[config.mk]
export PLATFORM = sky130hd
export DESIGN_NAME = uvs_cordic_cell
export DESIGN_NICKNAME = d
export VERILOG_FILES = /design/src/uvs_pkg.sv /design/src/uvs_cordic_cell.sv
export SDC_FILE = /design/constraint.sdc
export NUM_CORES = 1
export LEC_CHECK = 0
export ABC_AREA = 1
export BUFFER_PORTS_ARGS = -buffer_cell sky130_fd_sc_hd__buf_2
export CAP_MARGIN = 5
export CORE_UTILIZATION = 57
export DETAILED_ROUTE_END_ITERATION = 7
export PLACE_DENSITY = 0.79
export SKIP_LAST_GASP = 1
export SYNTH_ARGS = -nofsm -noshare
export SYNTH_HDL_FRONTEND = slang
export SYNTH_SLANG_ARGS = --single-unit
[constraint.sdc]
create_clock -name clk -period 2.7 [get_ports clk]
set_input_delay 0.81 -clock clk [delete_from_list [all_inputs] [get_ports clk]]
set_output_delay 0.81 -clock clk [all_outputs]
set_load 0.02 [all_outputs]
[src/uvs_pkg.sv]
// Shared types, constants and helper functions for the UV sphere vertex generator.
// Holds the transaction structs, the CORDIC arctangent table, and the rounding helpers.
// Has no dependencies.
package uvs_pkg;

  localparam int INDEX_BITS = 10;
  localparam int FRAC_BITS  = 14;
  localparam int SIGNED_W   = FRAC_BITS + 2;
  localparam int TEX_W      = FRAC_BITS + 1;

  // Long division yields a 33-bit quotient for every lane.
  localparam int DIV_STEPS = 33;
  localparam int NUM_W     = INDEX_BITS + DIV_STEPS;

  // CORDIC datapath: Q1.30 with headroom.
  localparam int CORE_W = 34;
  localparam logic signed [CORE_W-1:0] CORDIC_GAIN = 34'sd652032874;

  localparam logic [0:0] REG_RING_COUNT    = 1'b0;
  localparam logic [0:0] REG_SEGMENT_COUNT = 1'b1;

  localparam logic [INDEX_BITS-1:0] RING_COUNT_RESET    = INDEX_BITS'(16);
  localparam logic [INDEX_BITS-1:0] SEGMENT_COUNT_RESET = INDEX_BITS'(32);
  localparam logic [INDEX_BITS-1:0] COUNT_MIN           = INDEX_BITS'(3);

  localparam logic [TEX_W-1:0] TEX_ONE = TEX_W'(1) << FRAC_BITS;

  // Arctangent of 2^-i in units of 2^-32 turn.
  localparam logic [31:0] ATAN_TURNS [32] = '{
    32'd536870912, 32'd316933406, 32'd167458907, 32'd85004756, 32'd42667331,
    32'd21354465, 32'd10679838, 32'd5340245, 32'd2670163, 32'd1335087,
    32'd667544, 32'd333772, 32'd166886, 32'd83443, 32'd41722, 32'd20861,
    32'd10430, 32'd5215, 32'd2608, 32'd1304, 32'd652, 32'd326, 32'd163,
    32'd81, 32'd41, 32'd20, 32'd10, 32'd5, 32'd3, 32'd1, 32'd1, 32'd0
  };

  typedef struct packed {
    logic [INDEX_BITS-1:0] ring_index;
    logic [INDEX_BITS-1:0] segment_index;
  } grid_t;

  typedef struct packed {
    logic signed [SIGNED_W-1:0] pos_x;
    logic signed [SIGNED_W-1:0] pos_y;
    logic signed [SIGNED_W-1:0] pos_z;
    logic signed [SIGNED_W-1:0] norm_x;
    logic signed [SIGNED_W-1:0] norm_y;
    logic signed [SIGNED_W-1:0] norm_z;
    logic [TEX_W-1:0]           tex_u;
    logic [TEX_W-1:0]           tex_v;
    logic signed [SIGNED_W-1:0] tan_x;
    logic signed [SIGNED_W-1:0] tan_z;
    logic                       index_error;
  } vertex_t;

  typedef struct packed {
    logic signed [CORE_W-1:0] x;
    logic signed [CORE_W-1:0] y;
    logic signed [CORE_W-1:0] z;
    logic                     flip;
  } rot_t;

  function automatic logic [INDEX_BITS-1:0] clamp_count(input logic [INDEX_BITS-1:0] v);
    return (v < COUNT_MIN) ? COUNT_MIN : v;
  endfunction

  // Fold a turn fraction into +/- a quarter turn; flip marks a half-turn offset.
  function automatic rot_t fold_turn(input logic [31:0] word);
    rot_t                     r;
    logic signed [CORE_W-1:0] a;
    a      = CORE_W'(signed'(word));
    r.x    = CORDIC_GAIN;
    r.y    = '0;
    r.z    = a;
    r.flip = 1'b0;
    if (a > (34'sd1 <<< 30)) begin
      r.z    = a - (34'sd1 <<< 31);
      r.flip = 1'b1;
    end else if (a < -(34'sd1 <<< 30)) begin
      r.z    = a + (34'sd1 <<< 31);
      r.flip = 1'b1;
    end
    return r;
  endfunction

  // Round half up by sh bits, then saturate to +/- one.
  function automatic logic signed [SIGNED_W-1:0] round_sat(input logic signed [64:0] v,
                                                           input int sh);
    logic signed [64:0] t;
    t = (v + (65'sd1 <<< (sh - 1))) >>> sh;
    if (t > (65'sd1 <<< FRAC_BITS)) begin
      t = 65'sd1 <<< FRAC_BITS;
    end else if (t < -(65'sd1 <<< FRAC_BITS)) begin
      t = -(65'sd1 <<< FRAC_BITS);
    end
    return signed'(t[SIGNED_W-1:0]);
  endfunction

endpackage

[src/uvs_cordic_cell.sv]
// One rotation-mode CORDIC micro-rotation with its own arctangent constant.
// Depends on uvs_pkg for the rotation struct and the arctangent table.
module uvs_cordic_cell #(
  parameter int STAGE = 0
) (
  input  logic          clk,
  input  logic          en,
  input  uvs_pkg::rot_t r_in,
  output uvs_pkg::rot_t r_out
);

  localparam int CW = uvs_pkg::CORE_W;

  logic signed [CW-1:0] dx;
  logic signed [CW-1:0] dy;
  logic signed [CW-1:0] at;
  uvs_pkg::rot_t        r_next;

  assign dx = r_in.y >>> STAGE;
  assign dy = r_in.x >>> STAGE;
  assign at = signed'({2'b00, uvs_pkg::ATAN_TURNS[STAGE]});

  always_comb begin
    r_next.flip = r_in.flip;
    if (!r_in.z[CW-1]) begin
      r_next.x = r_in.x - dx;
      r_next.y = r_in.y + dy;
      r_next.z = r_in.z - at;
    end else begin
      r_next.x = r_in.x + dx;
      r_next.y = r_in.y - dy;
      r_next.z = r_in.z + at;
    end
  end

  always_ff @(posedge clk) begin
    if (en) begin
      r_out <= r_next;
    end
  end

endmodule

==> results.toml <==
[grt]
grt_max_degree = 59
grt_overflow = 0
grt_antenna_before_repair = 0
grt_pass1_wl_um = 56980
grt_pass1_vias = 11510
grt_usage = 0.3783

[yosys]
synth_top_area_frac = 0.2904
synth_area_leaders = "edfxtp_1 (29%), nand2_1 (16%), ha_1 (12%)"
syn_inst = 1570
syn_area_per_cell_sq_um = 6.717
synth.net_count = 1781
yosysUniqueCellTypes = 42
synth-main-ff-cell = "edfxtp_1"
netlist_area_sq_um = 10550
synth_commonest_cells = "nand2_1 (456), inv_1 (232), nand3_1 (164)"
yosysWarnings = 0
synth_most_common_cell = "nand2_1"
synth.ff_latch_count = 102
async_flop_share = 0
synth-edff-count = 102
ys_seq_area_frac = 0.2904
synth_area_leader_cell = "edfxtp_1"

[layout]
num-fill-cells = 1397
top_register = "r_out"
largest_reg_flops = 102
final_util = 0.7736
fin_nets = 2212
area.sequential_sq_um = 3063
drive_gt1_frac = 0.2687
antenna_cells = 0
syn2layout_area_growth_pct = 32.22
final-instance-count-excl-fill = 2235
multi_input_area_sq_um = 6386
largestRegisters = "r_out x102"

[drt]
routedWlPerCell_um = 16.32
viasPerCell = 5.514
via_count = 12320
drtIter0Drc = 1163
drt.antenna.violating_nets = 0
drc = 0
dr.pass1.iters = 5
totalWireLength_um = 36480

[timing]
hold_ws_ns = 0.6212
worst_pin_slew_ns = 0.7137
drv_slew = 0
rsz0062_at_grt = "no"
period_share = 0.9665
fin_crit_ns = 2.610
setup_viol = 0
clock.fmax_ghz = 0.3832
slew_headroom = 0.5242
finalHoldViolations = 0

[power_and_ir_drop]
ir_worst_vdd_mv = 0.3761
power_w = 0.006214
p_leak_nw = 7.421
power_density_nw_per_um2 = 445.6

[floorplan]
die-area_sq_um = 19050
dieHeight_um = 138.0
ios = 208
core-area_sq_um = 18020
rows = 49
initial_core_util = 0.5851
die_w_um = 138.0

[worst_setup_path]
crit_type = "input port to register"
critPathArrivalTime_ns = 2.74
end_kind = "register"
worstPathMaxFanout = 3
cp-start-kind = "input port"
required_ns = 2.83

[cts]
holdBufCountCts = 0
clock-root-buffer = "clkbuf_16"
numCtsBuffers = 9
clk_pin_slew_worst_paths_ns = 0.08
cts_sinks = 102
cts_buffer_depth = 2
cts_max_level = 3
tritoncts = "built"

[placed_design]
post-dp-hpwl_um = 30400
place_inst = 2219
portBuffers = 207
routabilityCongestion = 0.9984

[job]
maxCapViolations = 0

[worst_hold_path]
min_path_type = "input port to register"

[status]
status = "finished, final reports clean"
## logic make-up (layout without fill, tap and decap cells)
family | count (synthesis) | count (layout) | share of synthesized area
DFF | 102 | 102 | 0.2904
AOI/OAI and AO/OA | 239 | 239 | 0.1236
and+or+nand+nor | 813 | 813 | 0.3246
xor gates and xnor gates | 27 | 27 | 0.02242
adders and majority gates | 106 | 106 | 0.1286
buffers and inverters | 283 | 719 | 0.1103
## critical path, stage by stage
cell and delay [ns]:
buf_2 0.12, ha_1 0.24, fa_1 0.41, nand2_1 0.10
nand3_1 0.14, and2_1 0.25, nand2_1 0.10, nand3_2 0.16
nand2_2 0.13, nand4_1 0.10, nand3_1 0.11, nand2_1 0.07
## report_power, final
part           leakage [nW]  total [W]  internal (W)  switching (W)
Combinational          6.28    0.00283       0.00110        0.00173
Clock                 0.142    0.00133      0.000649       0.000679
Sequential            0.997    0.00205       0.00199      0.0000613
Total                  7.42    0.00621       0.00374        0.00247
## worst paths after layout
| path | cells after the start | slack, ns | to | startpoint |
|---|---|---|---|---|
| setup / recovery | 12 | 0.09 | r_out[97] | r_in[35] |
| hold / removal | 1 | 0.62 | r_out[6] | r_in[6] |
## layout make-up
class / count / share of cell area
Multi-Input combinational cell: 1185 / 0.4580
Sequential cell: 102 / 0.2197
Timing Repair Buffer: 466 / 0.2175
Inverter: 237 / 0.06380
Tap cell: 229 / 0.02055
Clock buffer: 9 / 0.01615
Clock inverter: 7 / 0.004397
## placed cells by master, fill, tap and decap left out, types with 3 or more instances in the layout
cell type  netlist  routed
fa_1             4       4
o21a_1           4       4
a21oi_2          7       9
buf_2           13     206
nor2_1         135     130
a21oi_1        104     102
nand3_2          2       3
edfxtp_1       102     102
o21ai_0         83      81
nand2_2          6       8
inv_1          232     230
nand2_1        456     454
nor3_1          12      12
inv_6            0       3
inv_2            4       6
o21ai_1          9       9
buf_4           14     256
ha_1           102      93
or2_2            4       4
a21o_1           6       6
buf_12           0       4
nand3_1        164     163
clkbuf_16        0       9
nor2_2           6      11
ha_2             0       9
xor2_1          27      27
nand3b_1         4       4
nand4_1         13      13
o22ai_1          5       5
o21bai_1        14      14
## stage by stage
stage	setup TNS (ns)	cell area, sq um	setup slack (ns)
global route	0	13940	0.0003224
CTS	0	13880	0.05572
finish	0	13940	0.09037
floorplan	0	10550	0.1884
global placement	-6.905	13590	-0.3011
detailed placement	-8.688	13590	-0.3244
## what timing repair did
| item | 4_1_cts | 5_1_grt |
|---|---|---|
| setup endpoints to repair | 0 | 27 |
| resized for setup | 0 | 25 |
| buffers inserted | 0 | 0 |
## per-layer routing
metal / vias up / wire [um] / part of all wire / global-route usage
met4: 0 / 1404 / 0.038 / 0.1585
met2: 750 / 16120 / 0.44 / 0.6032
met5: - / 0 / 0 / 0
li1: 5952 / - / - / -
met1: 5514 / 14980 / 0.41 / 0.5065
met3: 108 / 3974 / 0.11 / 0.06616
(Power assumes the default switching activity.)
