File: src/uvs_pkg.sv
// Shared types, constants and helper functions for the UV sphere vertex generator.
// Holds the transaction structs, the CORDIC arctangent table, and the rounding helpers.
// Has no dependencies.
package uvs_pkg;

  localparam int INDEX_BITS = 10;
  localparam int FRAC_BITS  = 14;
  localparam int SIGNED_W   = FRAC_BITS + 2;
  localparam int TEX_W      = FRAC_BITS + 1;

  // Long division yields a 33-bit quotient for every lane.
  localparam int DIV_STEPS = 33;
  localparam int NUM_W     = INDEX_BITS + DIV_STEPS;

  // CORDIC datapath: Q1.30 with headroom.
  localparam int CORE_W = 34;
  localparam logic signed [CORE_W-1:0] CORDIC_GAIN = 34'sd652032874;

  localparam logic [0:0] REG_RING_COUNT    = 1'b0;
  localparam logic [0:0] REG_SEGMENT_COUNT = 1'b1;

  localparam logic [INDEX_BITS-1:0] RING_COUNT_RESET    = INDEX_BITS'(16);
  localparam logic [INDEX_BITS-1:0] SEGMENT_COUNT_RESET = INDEX_BITS'(32);
  localparam logic [INDEX_BITS-1:0] COUNT_MIN           = INDEX_BITS'(3);

  localparam logic [TEX_W-1:0] TEX_ONE = TEX_W'(1) << FRAC_BITS;

  // Arctangent of 2^-i in units of 2^-32 turn.
  localparam logic [31:0] ATAN_TURNS [32] = '{
    32'd536870912, 32'd316933406, 32'd167458907, 32'd85004756, 32'd42667331,
    32'd21354465, 32'd10679838, 32'd5340245, 32'd2670163, 32'd1335087,
    32'd667544, 32'd333772, 32'd166886, 32'd83443, 32'd41722, 32'd20861,
    32'd10430, 32'd5215, 32'd2608, 32'd1304, 32'd652, 32'd326, 32'd163,
    32'd81, 32'd41, 32'd20, 32'd10, 32'd5, 32'd3, 32'd1, 32'd1, 32'd0
  };

  typedef struct packed {
    logic [INDEX_BITS-1:0] ring_index;
    logic [INDEX_BITS-1:0] segment_index;
  } grid_t;

  typedef struct packed {
    logic signed [SIGNED_W-1:0] pos_x;
    logic signed [SIGNED_W-1:0] pos_y;
    logic signed [SIGNED_W-1:0] pos_z;
    logic signed [SIGNED_W-1:0] norm_x;
    logic signed [SIGNED_W-1:0] norm_y;
    logic signed [SIGNED_W-1:0] norm_z;
    logic [TEX_W-1:0]           tex_u;
    logic [TEX_W-1:0]           tex_v;
    logic signed [SIGNED_W-1:0] tan_x;
    logic signed [SIGNED_W-1:0] tan_z;
    logic                       index_error;
  } vertex_t;

  typedef struct packed {
    logic signed [CORE_W-1:0] x;
    logic signed [CORE_W-1:0] y;
    logic signed [CORE_W-1:0] z;
    logic                     flip;
  } rot_t;

  function automatic logic [INDEX_BITS-1:0] clamp_count(input logic [INDEX_BITS-1:0] v);
    return (v < COUNT_MIN) ? COUNT_MIN : v;
  endfunction

  // Fold a turn fraction into +/- a quarter turn; flip marks a half-turn offset.
  function automatic rot_t fold_turn(input logic [31:0] word);
    rot_t                     r;
    logic signed [CORE_W-1:0] a;
    a      = CORE_W'(signed'(word));
    r.x    = CORDIC_GAIN;
    r.y    = '0;
    r.z    = a;
    r.flip = 1'b0;
    if (a > (34'sd1 <<< 30)) begin
      r.z    = a - (34'sd1 <<< 31);
      r.flip = 1'b1;
    end else if (a < -(34'sd1 <<< 30)) begin
      r.z    = a + (34'sd1 <<< 31);
      r.flip = 1'b1;
    end
    return r;
  endfunction

  // Round half up by sh bits, then saturate to +/- one.
  function automatic logic signed [SIGNED_W-1:0] round_sat(input logic signed [64:0] v,
                                                           input int sh);
    logic signed [64:0] t;
    t = (v + (65'sd1 <<< (sh - 1))) >>> sh;
    if (t > (65'sd1 <<< FRAC_BITS)) begin
      t = 65'sd1 <<< FRAC_BITS;
    end else if (t < -(65'sd1 <<< FRAC_BITS)) begin
      t = -(65'sd1 <<< FRAC_BITS);
    end
    return signed'(t[SIGNED_W-1:0]);
  endfunction

endpackage

File: src/uvs_div_cell.sv
// One restoring-division step: one quotient bit per cell.
// Depends on uvs_pkg for widths.
module uvs_div_cell (
  input  logic                             clk,
  input  logic                             en,
  input  logic [uvs_pkg::INDEX_BITS-1:0]   den,
  input  logic [uvs_pkg::NUM_W-1:0]        w_in,
  output logic [uvs_pkg::NUM_W-1:0]        w
);

  localparam int IB = uvs_pkg::INDEX_BITS;
  localparam int DS = uvs_pkg::DIV_STEPS;

  logic [IB:0]                 cand;
  logic [IB:0]                 diff;
  logic                        ge;
  logic [IB-1:0]               rem_next;
  logic [uvs_pkg::NUM_W-1:0]   w_next;

  // Partial remainder sits on top, pending dividend bits below, quotient enters at the bottom.
  assign cand     = w_in[uvs_pkg::NUM_W-1:DS-1];
  assign diff     = cand - {1'b0, den};
  assign ge       = (cand >= {1'b0, den});
  assign rem_next = ge ? diff[IB-1:0] : cand[IB-1:0];
  assign w_next   = {rem_next, w_in[DS-2:0], ge};

  always_ff @(posedge clk) begin
    if (en) begin
      w <= w_next;
    end
  end

endmodule

File: config.mk
export PLATFORM = sky130hd
export DESIGN_NAME = uvs_div_cell
export DESIGN_NICKNAME = d
export VERILOG_FILES = /design/src/uvs_pkg.sv /design/src/uvs_div_cell.sv
export SDC_FILE = /design/constraint.sdc
export NUM_CORES = 1
export LEC_CHECK = 0
export BUFFER_PORTS_ARGS = -buffer_cell sky130_fd_sc_hd__buf_2
export CORE_MARGIN = 5
export CORE_UTILIZATION = 45
export DETAILED_ROUTE_END_ITERATION = 7
export PLACE_DENSITY = 0.81
export SYNTH_ARGS = -nofsm -noshare
export SYNTH_HDL_FRONTEND = slang
export SYNTH_SLANG_ARGS = --single-unit
File: constraint.sdc
create_clock -name clk -period 2.9 [get_ports clk]
set_input_delay 0.145 -clock clk [delete_from_list [all_inputs] [get_ports clk]]
set_output_delay 0.145 -clock clk [all_outputs]
set_load 0.02 [all_outputs]
==> results of run 1 <==
-- Yosys cell counts, drive strengths merged (2+ instances only) --
master	count
inv	13
a211oi	2
a21o	2
a21oi	5
mux2	8
nand2	5
nand3	2
ha	10
nor4	2
xnor2	5
o21ai	2
nor2	3
edfxtp	43
xor2	2
o21a	2
-- layout make-up --
cell class | instances | area (sq um)
sequential | 43 | 1290
timing repair buffer | 97 | 485
inverter | 13 | 51.3
clock inverter | 3 | 38.8
multi-input combinational | 62 | 572
fill | 323 | 1490
clock buffer | 5 | 68.8
tap | 50 | 62.6
-- report_power, final --
part	switching, W	leakage [nW]	internal, W	total (W)
sequential	0.0000142	0.421	0.000756	0.000771
combinational	0.000193	0.703	0.000143	0.000336
clock	0.000181	0.0556	0.000252	0.000433
-- worst max path at each step --
stage / start / end / slack, ps
floorplan: w_in[32] / w[41] / 900
global placement: w_in[32] / w[41] / 710
detailed placement: w_in[32] / w[41] / 660
CTS: w_in[32] / w[41] / 970
global route: w_in[32] / w[41] / 830
finish: w_in[32] / w[41] / 950
-- logic make-up (layout without fill, tap and decap cells) --
group / Yosys count / after routing / synth area share
AO/OA/AOI/OAI: 19 / 19 / 0.0810
flip-flops: 43 / 43 / 0.675
multiplexers: 9 / 9 / 0.0660
adder cells (fa/ha/maj): 11 / 11 / 0.0758
XOR/XNOR: 7 / 7 / 0.0320
buffers and inverters: 13 / 118 / 0.0268
AND/OR/NAND/NOR: 16 / 16 / 0.0438
-- stage by stage --
step	instances	power, W	cell area, sq um	worst slack [ps]
after floorplan	118	0.000995	1910	897
after global placement	265	0.00111	2460	713
after detailed placement	265	0.00112	2460	660
after CTS	273	0.00156	2570	970
after global routing	273	0.00162	2570	827
final	273	0.00154	2570	946
-- critical path: cells and delay by family --
kind,cells,cell delay [ps]
buffers and inverters,3,200
AOI/OAI and AO/OA,3,700
xor gates and xnor gates,1,100
muxes,1,260
adders and majority gates,2,570
-- per-layer routing --
layer / part of all wire / GRT usage / routed length [um]
met1: 0.38 / 0.185 / 1600
met2: 0.45 / 0.250 / 1860
met3: 0.16 / 0.0521 / 667
met4: 0.012 / 0.0466 / 49
met5: 0 / 0 / 0
==> impl_metrics.json, run 1 <==
{
  "hold_path.class": "primary input to register",
  "rsz0062_at_grt": "no",
  "top_register": "w",
  "worst_setup_path_end_kind": "register",
  "route.detailed.drc": 0,
  "portBuffers": 97,
  "irDropWorstVdd_mv": 0.302,
  "ys_seq_area_frac": 0.675,
  "dr.pass1.iters": 4,
  "grt_pass1_vias": 1321,
  "synthArstFlopShare": 0,
  "place_congestion": 0.879,
  "synth_cell_types": 32,
  "first_iter_violations": 49,
  "cts_tree": "yes",
  "hp-start": "w_in[7]",
  "finalHoldViolCount": 0,
  "path_clk_slew_ps": 70,
  "synth_enable_flop_cells": 43,
  "fmax_ghz": 0.512,
  "drive_gt1_frac": 0.520,
  "synth_top_area_share": 0.675,
  "worst_pin_slew_ps": 910,
  "avgRoutedWirePerCell_um": 15.3,
  "min_to": "w[8]",
  "dieArea_sq_um": 5660,
  "cp_max_fo": 3,
  "hpwl_mm": 3.42,
  "ys_ff_latch": 43,
  "die_h_um": 75.2,
  "cts_resized": 0,
  "post-route-min-period_ps": 1950,
  "crit_slowest_cell": "fa_1",
  "path_common_cell": "inv_1",
  "worst_path_largest_cell_delay_ps": 420,
  "synth_area_leaders": "edfxtp_1, ha_1, mux2_4, inv_1, xnor2_1",
  "antenna_left": 0,
  "coreArea_sq_um": 4060,
  "setup-tns-final_ps": 0,
  "vias": 1327,
  "clockRootBuffer": "clkbuf_8",
  "cts_sinks": 43,
  "drv_slew": 0,
  "syn-num-nets": 184,
  "drv_cap": 0,
  "initial_core_util": 0.472,
  "grt_use_total": 0.150,
  "die_width_um": 75.2,
  "finalNetCount": 288,
  "grt-ovfl-total": 0,
  "ys.flop_type": "edfxtp_1",
  "ctsLongestPathBuffers": 2,
  "final_common_cell": "buf_2",
  "numCtsBuffers": 5,
  "synthCells": 118,
  "start_kind": "primary input",
  "slew_headroom": 0.393,
  "area.growth.synth_to_final_pct": 34.2,
  "grt_pass1_wl_mm": 6.29,
  "row_count": 23,
  "synth_top_area_cell": "edfxtp_1",
  "post_cts_buffers": 0,
  "hold_buffers": 0,
  "vias_per_cell": 4.86,
  "finalSetupViolations": 0,
  "min_period_over_period": 0.674,
  "io_pins": 98,
  "synth_area_per_cell_sq_um": 16.2,
  "yosysWarnings": 0,
  "htree_levels": 2,
  "grt_max_degree": 44,
  "p_leak_nw": 1.18,
  "hold_slack_ps": 31.7,
  "utilization": 0.633,
  "cp.required_ps": 2940,
  "syn_area_sq_um": 1910,
  "final_cell_mix": "buf_2, edfxtp_1, inv_1",
  "drt-total-wl_mm": 4.18,
  "arrival_ps": 2000,
  "antenna_found_initial": 0,
  "status": "complete, no violations",
  "power_density_nw_per_um2": 599,
  "largest_reg_flops": 43,
  "top_regs": "w x43",
  "antenna_cells": 0,
  "whs_path_depth": 1,
  "cp_cell_sequence": "buf_2, inv_1, ha_1, inv_1, fa_1, a211oi_1, o21bai_1, a221oi_1, xnor2_1, mux2_4",
  "crit_type": "primary input to register"
}
No activity file was read; power rests on OpenSTA's default activity.
==> run 2, diff against run 1 <==
==> constraint.sdc (replaced) <==
create_clock -name clk -period 1.8 [get_ports clk]
set_input_delay 0.09 -clock clk [delete_from_list [all_inputs] [get_ports clk]]
set_output_delay 0.09 -clock clk [all_outputs]
set_load 0.02 [all_outputs]
==> run 2 against run 1 <==
Sequential cell count is the same. Die area did not move. Clock power is 65% higher. Critical endpoint unchanged. Combinational power increased by 110%. Utilization up 16 points. Via count grew 22%. Sequential share of layout area decreased by 10 points. Critical path type unchanged. Highest routed layer unchanged. Largest cell class unchanged.
==> impl_metrics.json, run 2 (synthesized netlist as in run 1, its figures left out) <==
{
  "finalNetCount": 346,
  "die_h_um": 75.2,
  "row_count": 23,
  "dr.pass1.iters": 4,
  "hold_path.class": "primary input to register",
  "min_period_over_period": 0.947,
  "vias_per_cell": 4.88,
  "drv_cap": 0,
  "intPower_w": 0.00198,
  "grt_pass1_vias": 1652,
  "power_frac_comb": 0.269,
  "p_switching_w": 0.000703,
  "hold_slack_ps": 155,
  "clockRootBuffer": "clkbuf_8",
  "worst_setup_path_end_kind": "register",
  "crit_type": "primary input to register",
  "antenna_found_initial": 0,
  "area.growth.synth_to_final_pct": 68.1,
  "path_clk_slew_ps": 80,
  "cts_tree": "yes",
  "critPathTopFamily": "compound AO/OA/AOI/OAI gates",
  "numCtsBuffers": 5,
  "htree_levels": 2,
  "die_width_um": 75.2,
  "irDropWorstVdd_mv": 0.358,
  "preCtsSetupSlack_ps": -253,
  "slew_headroom": 0.655,
  "cp.required_ps": 1850,
  "status": "complete, no violations",
  "drt-total-wl_mm": 5.49,
  "place_congestion": 0.827,
  "grt-ovfl-total": 0,
  "whs_path_depth": 2,
  "power_density_nw_per_um2": 834,
  "portBuffers": 97,
  "p_seq_frac": 0.465,
  "swShare": 0.262,
  "cp_max_fo": 2,
  "setup_slack_ps": 94.9,
  "io_pins": 98,
  "hpwl_mm": 3.84,
  "cp_cell_sequence": "buf_6, inv_2, ha_4, inv_2, fa_2, a211oi_2, o21bai_2, a221oi_2, xnor2_1, mux2_4",
  "cts_sinks": 43,
  "path_common_cell": "inv_2",
  "coreArea_sq_um": 4060,
  "crit_slowest_cell": "fa_2",
  "grt_use_total": 0.203,
  "final_common_cell": "buf_2",
  "ctsLongestPathBuffers": 2,
  "first_iter_violations": 93,
  "antenna_left": 0,
  "arrival_ps": 1750,
  "grt_max_degree": 44,
  "fmax_ghz": 0.586,
  "p_leak_nw": 1.45,
  "drv_slew": 0,
  "start_kind": "primary input",
  "initial_core_util": 0.472,
  "post-route-min-period_ps": 1710,
  "largest_reg_flops": 43,
  "top_register": "w",
  "utilization": 0.793,
  "top_regs": "w x43",
  "dieArea_sq_um": 5660,
  "avgRoutedWirePerCell_um": 16.6,
  "finalHoldViolCount": 0,
  "antenna_cells": 0,
  "clkPwrFrac": 0.266,
  "worst_pin_slew_ps": 518,
  "rsz0062_at_grt": "no",
  "drive_gt1_frac": 0.559,
  "path_depth": 10,
  "worst_path_largest_cell_delay_ps": 350,
  "route.detailed.drc": 0,
  "path_buf_inv": 3,
  "vias": 1616,
  "final_cell_mix": "buf_2, edfxtp_1, dlygate4sd3_1",
  "grt_pass1_wl_mm": 8.21,
  "finalSetupViolations": 0
}
==> run 2: cell count changes in the layout (fill, tap and decap cells not counted), moves of 2 or more <==
cell / before / now
buf_4: 0 / 26
inv_2: 0 / 2
dlygate4sd3_1: 0 / 32
ha_1: 10 / 4
inv_1: 12 / 10
ha_4: 0 / 6
==> run 2: final cells by class <==
cell class,count,area [sq um]
clock inverter,3,38.8
tap,50,62.6
clock buffer,5,68.8
inverter,13,51.3
multi-input combinational,62,698
sequential,43,1290
fill,242,840
timing repair buffer,155,1010
==> run 2: per-layer routing <==
layer	wire length, um	vias to the layer above	track usage
met5	0	-	0
met4	133	0	0.0932
met3	626	12	0.0587
met2	2610	90	0.350
met1	2120	749	0.234
li1	-	765	-
==> run 2: path summary, 6_finish.rpt <==
kind | startpoint | to | slack [ps]
max | w_in[32] | w[41] | 90
min | w_in[34] | w[35] | 150
==> run 2: stage by stage <==
step	power (W)	instances	setup TNS (ps)	area [sq um]
after floorplan	0.00164	118	-3.24	2030
after global placement	0.00190	290	-1270	2770
after detailed placement	0.00192	290	-1710	2770
after CTS	0.00267	330	0	3200
after global routing	0.00282	331	0	3220
final	0.00268	331	0	3220
==> run 2: repair_timing <==
item | 4_1_cts | 5_1_grt
hold endpoints to repair | 32 | 0
resized for setup | 0 | 3
buffers inserted | 0 | 1
endpoints found under the setup margin | 0 | 5
hold buffers | 32 | 0
==> run 2: power by group through the flow <==
stage          clock network [W]  registers [W]  logic (W)
3_3_place_gp                   0        0.00126   0.000641
6_report                0.000713        0.00125   0.000721
3_5_place_dp                   0        0.00127   0.000655
4_1_cts                 0.000715        0.00124   0.000714
5_1_grt                 0.000782        0.00126   0.000777
2_1_floorplan                  0        0.00139   0.000246
==> run 3, diff against run 2 <==
--- a/config.mk
+++ b/config.mk
@@ -6,7 +6,7 @@
 export NUM_CORES = 1
 export LEC_CHECK = 0
 export BUFFER_PORTS_ARGS = -buffer_cell sky130_fd_sc_hd__buf_2
-export CORE_MARGIN = 5
+export CORE_MARGIN = 2
 export CORE_UTILIZATION = 45
 export DETAILED_ROUTE_END_ITERATION = 7
 export PLACE_DENSITY = 0.81
==> run 3 against run 2 <==
Utilization grew 0.22 points. Sequential share of layout area decreased by 0.11 points. Power increased by 5.1%. Global-route usage grew 2.1 points. Die area fell by 15%. Clock power grew 20%. Critical path type unchanged.
==> impl_metrics.json, run 3 (synthesized netlist as in run 1, its figures left out) <==
{
  "top_regs": "w x43",
  "route.detailed.drc": 0,
  "drt-total-wl_mm": 5.22,
  "coreArea_sq_um": 4060,
  "final_cell_mix": "buf_2, edfxtp_1, dlygate4sd3_1",
  "die_width_um": 69.2,
  "io_pins": 98,
  "status": "complete, no violations",
  "finalHoldViolCount": 0,
  "antenna_found_initial": 0,
  "finalSetupViolations": 0,
  "rsz0062_at_grt": "no",
  "antenna_left": 0,
  "crit_type": "primary input to register",
  "antenna_cells": 0,
  "area.growth.synth_to_final_pct": 68.6,
  "first_iter_violations": 102,
  "largest_reg_flops": 43,
  "die_h_um": 69.2,
  "utilization": 0.795,
  "cts_sinks": 43,
  "worst_pin_slew_ps": 526,
  "ctsLongestPathBuffers": 2,
  "power_density_nw_per_um2": 874,
  "drv_slew": 0,
  "row_count": 23,
  "dieArea_sq_um": 4790,
  "avgRoutedWirePerCell_um": 15.8,
  "p_leak_nw": 1.46,
  "worst_setup_path_end_kind": "register",
  "htree_levels": 2,
  "setup-tns-final_ps": 0,
  "cts_tree": "yes",
  "top_register": "w",
  "post-route-min-period_ps": 1720,
  "grt_pass1_wl_mm": 8.17,
  "initial_core_util": 0.472,
  "numCtsBuffers": 5,
  "min_period_over_period": 0.955,
  "path_clk_slew_ps": 70,
  "setup_slack_ps": 80.5,
  "dr.pass1.iters": 4,
  "grt_max_degree": 44,
  "hold_path.class": "primary input to register",
  "start_kind": "primary input",
  "slew_headroom": 0.649,
  "fmax_ghz": 0.582,
  "irDropWorstVdd_mv": 0.420,
  "hold_slack_ps": 133,
  "post_cts_buffers": 0,
  "clockRootBuffer": "clkbuf_8",
  "grt-ovfl-total": 0,
  "final_common_cell": "buf_2",
  "grt_use_total": 0.224,
  "arrival_ps": 1750,
  "hpwl_mm": 3.50,
  "grt_pass1_vias": 1697,
  "drive_gt1_frac": 0.554,
  "portBuffers": 97,
  "vias": 1623,
  "finalNonFillerCells": 330,
  "placed_cells": 290,
  "place_congestion": 0.853,
  "cp_max_fo": 8,
  "finalNetCount": 345,
  "drv_cap": 0,
  "preCtsSetupSlack_ps": -215,
  "cp.required_ps": 1840,
  "vias_per_cell": 4.92
}
[run 3: what timing repair did]
| action | 4_1_cts | 5_1_grt |
|---|---|---|
| endpoints found under the setup margin | 0 | 1 |
| resized for setup | 0 | 1 |
| endpoints found under the hold margin | 32 | 0 |
| hold buffers | 32 | 0 |
[run 3: through the flow]
stage / area, sq um / total power [W]
2_1_floorplan: 2030 / 0.00164
3_3_place_gp: 2770 / 0.00189
3_5_place_dp: 2770 / 0.00191
4_1_cts: 3220 / 0.00281
5_1_grt: 3230 / 0.00294
6_report: 3230 / 0.00282
[run 3: routing by layer]
| metal | track usage | share of wire | vias to the layer above |
|---|---|---|---|
| li1 | - | - | 762 |
| met1 | 0.246 | 0.37 | 761 |
| met2 | 0.407 | 0.53 | 90 |
| met3 | 0.0640 | 0.078 | 10 |
| met4 | 0.0871 | 0.017 | 0 |
| met5 | 0 | 0 | - |
[run 3: cell type report]
class	count	area [sq um]
inverter	13	51.3
fill	210	831
multi-input combinational	62	696
tap	50	62.6
sequential	43	1290
timing repair buffer	154	993
clock buffer	6	72.6
clock inverter	2	60.1
[run 3: worst paths after layout]
kind / from / slack [ps] / cells past startpoint / end
setup / recovery: den[6] / 80 / 9 / w[38]
hold / removal: w_in[38] / 130 / 2 / w[39]
[run 3: power breakdown]
group	total [W]	leakage [nW]	internal [W]	switching, W
registers	0.00124	0.421	0.00122	0.0000260
clock network	0.000855	0.0654	0.000554	0.000301
logic	0.000720	0.970	0.000351	0.000369
[run 3: worst max-delay path, stage by stage]
cell	delay (ps)
buf_2	80
inv_1	30
ha_1	330
a21oi_1	220
inv_1	120
a211oi_4	280
o21a_4	210
inv_4	80
mux2_4	310
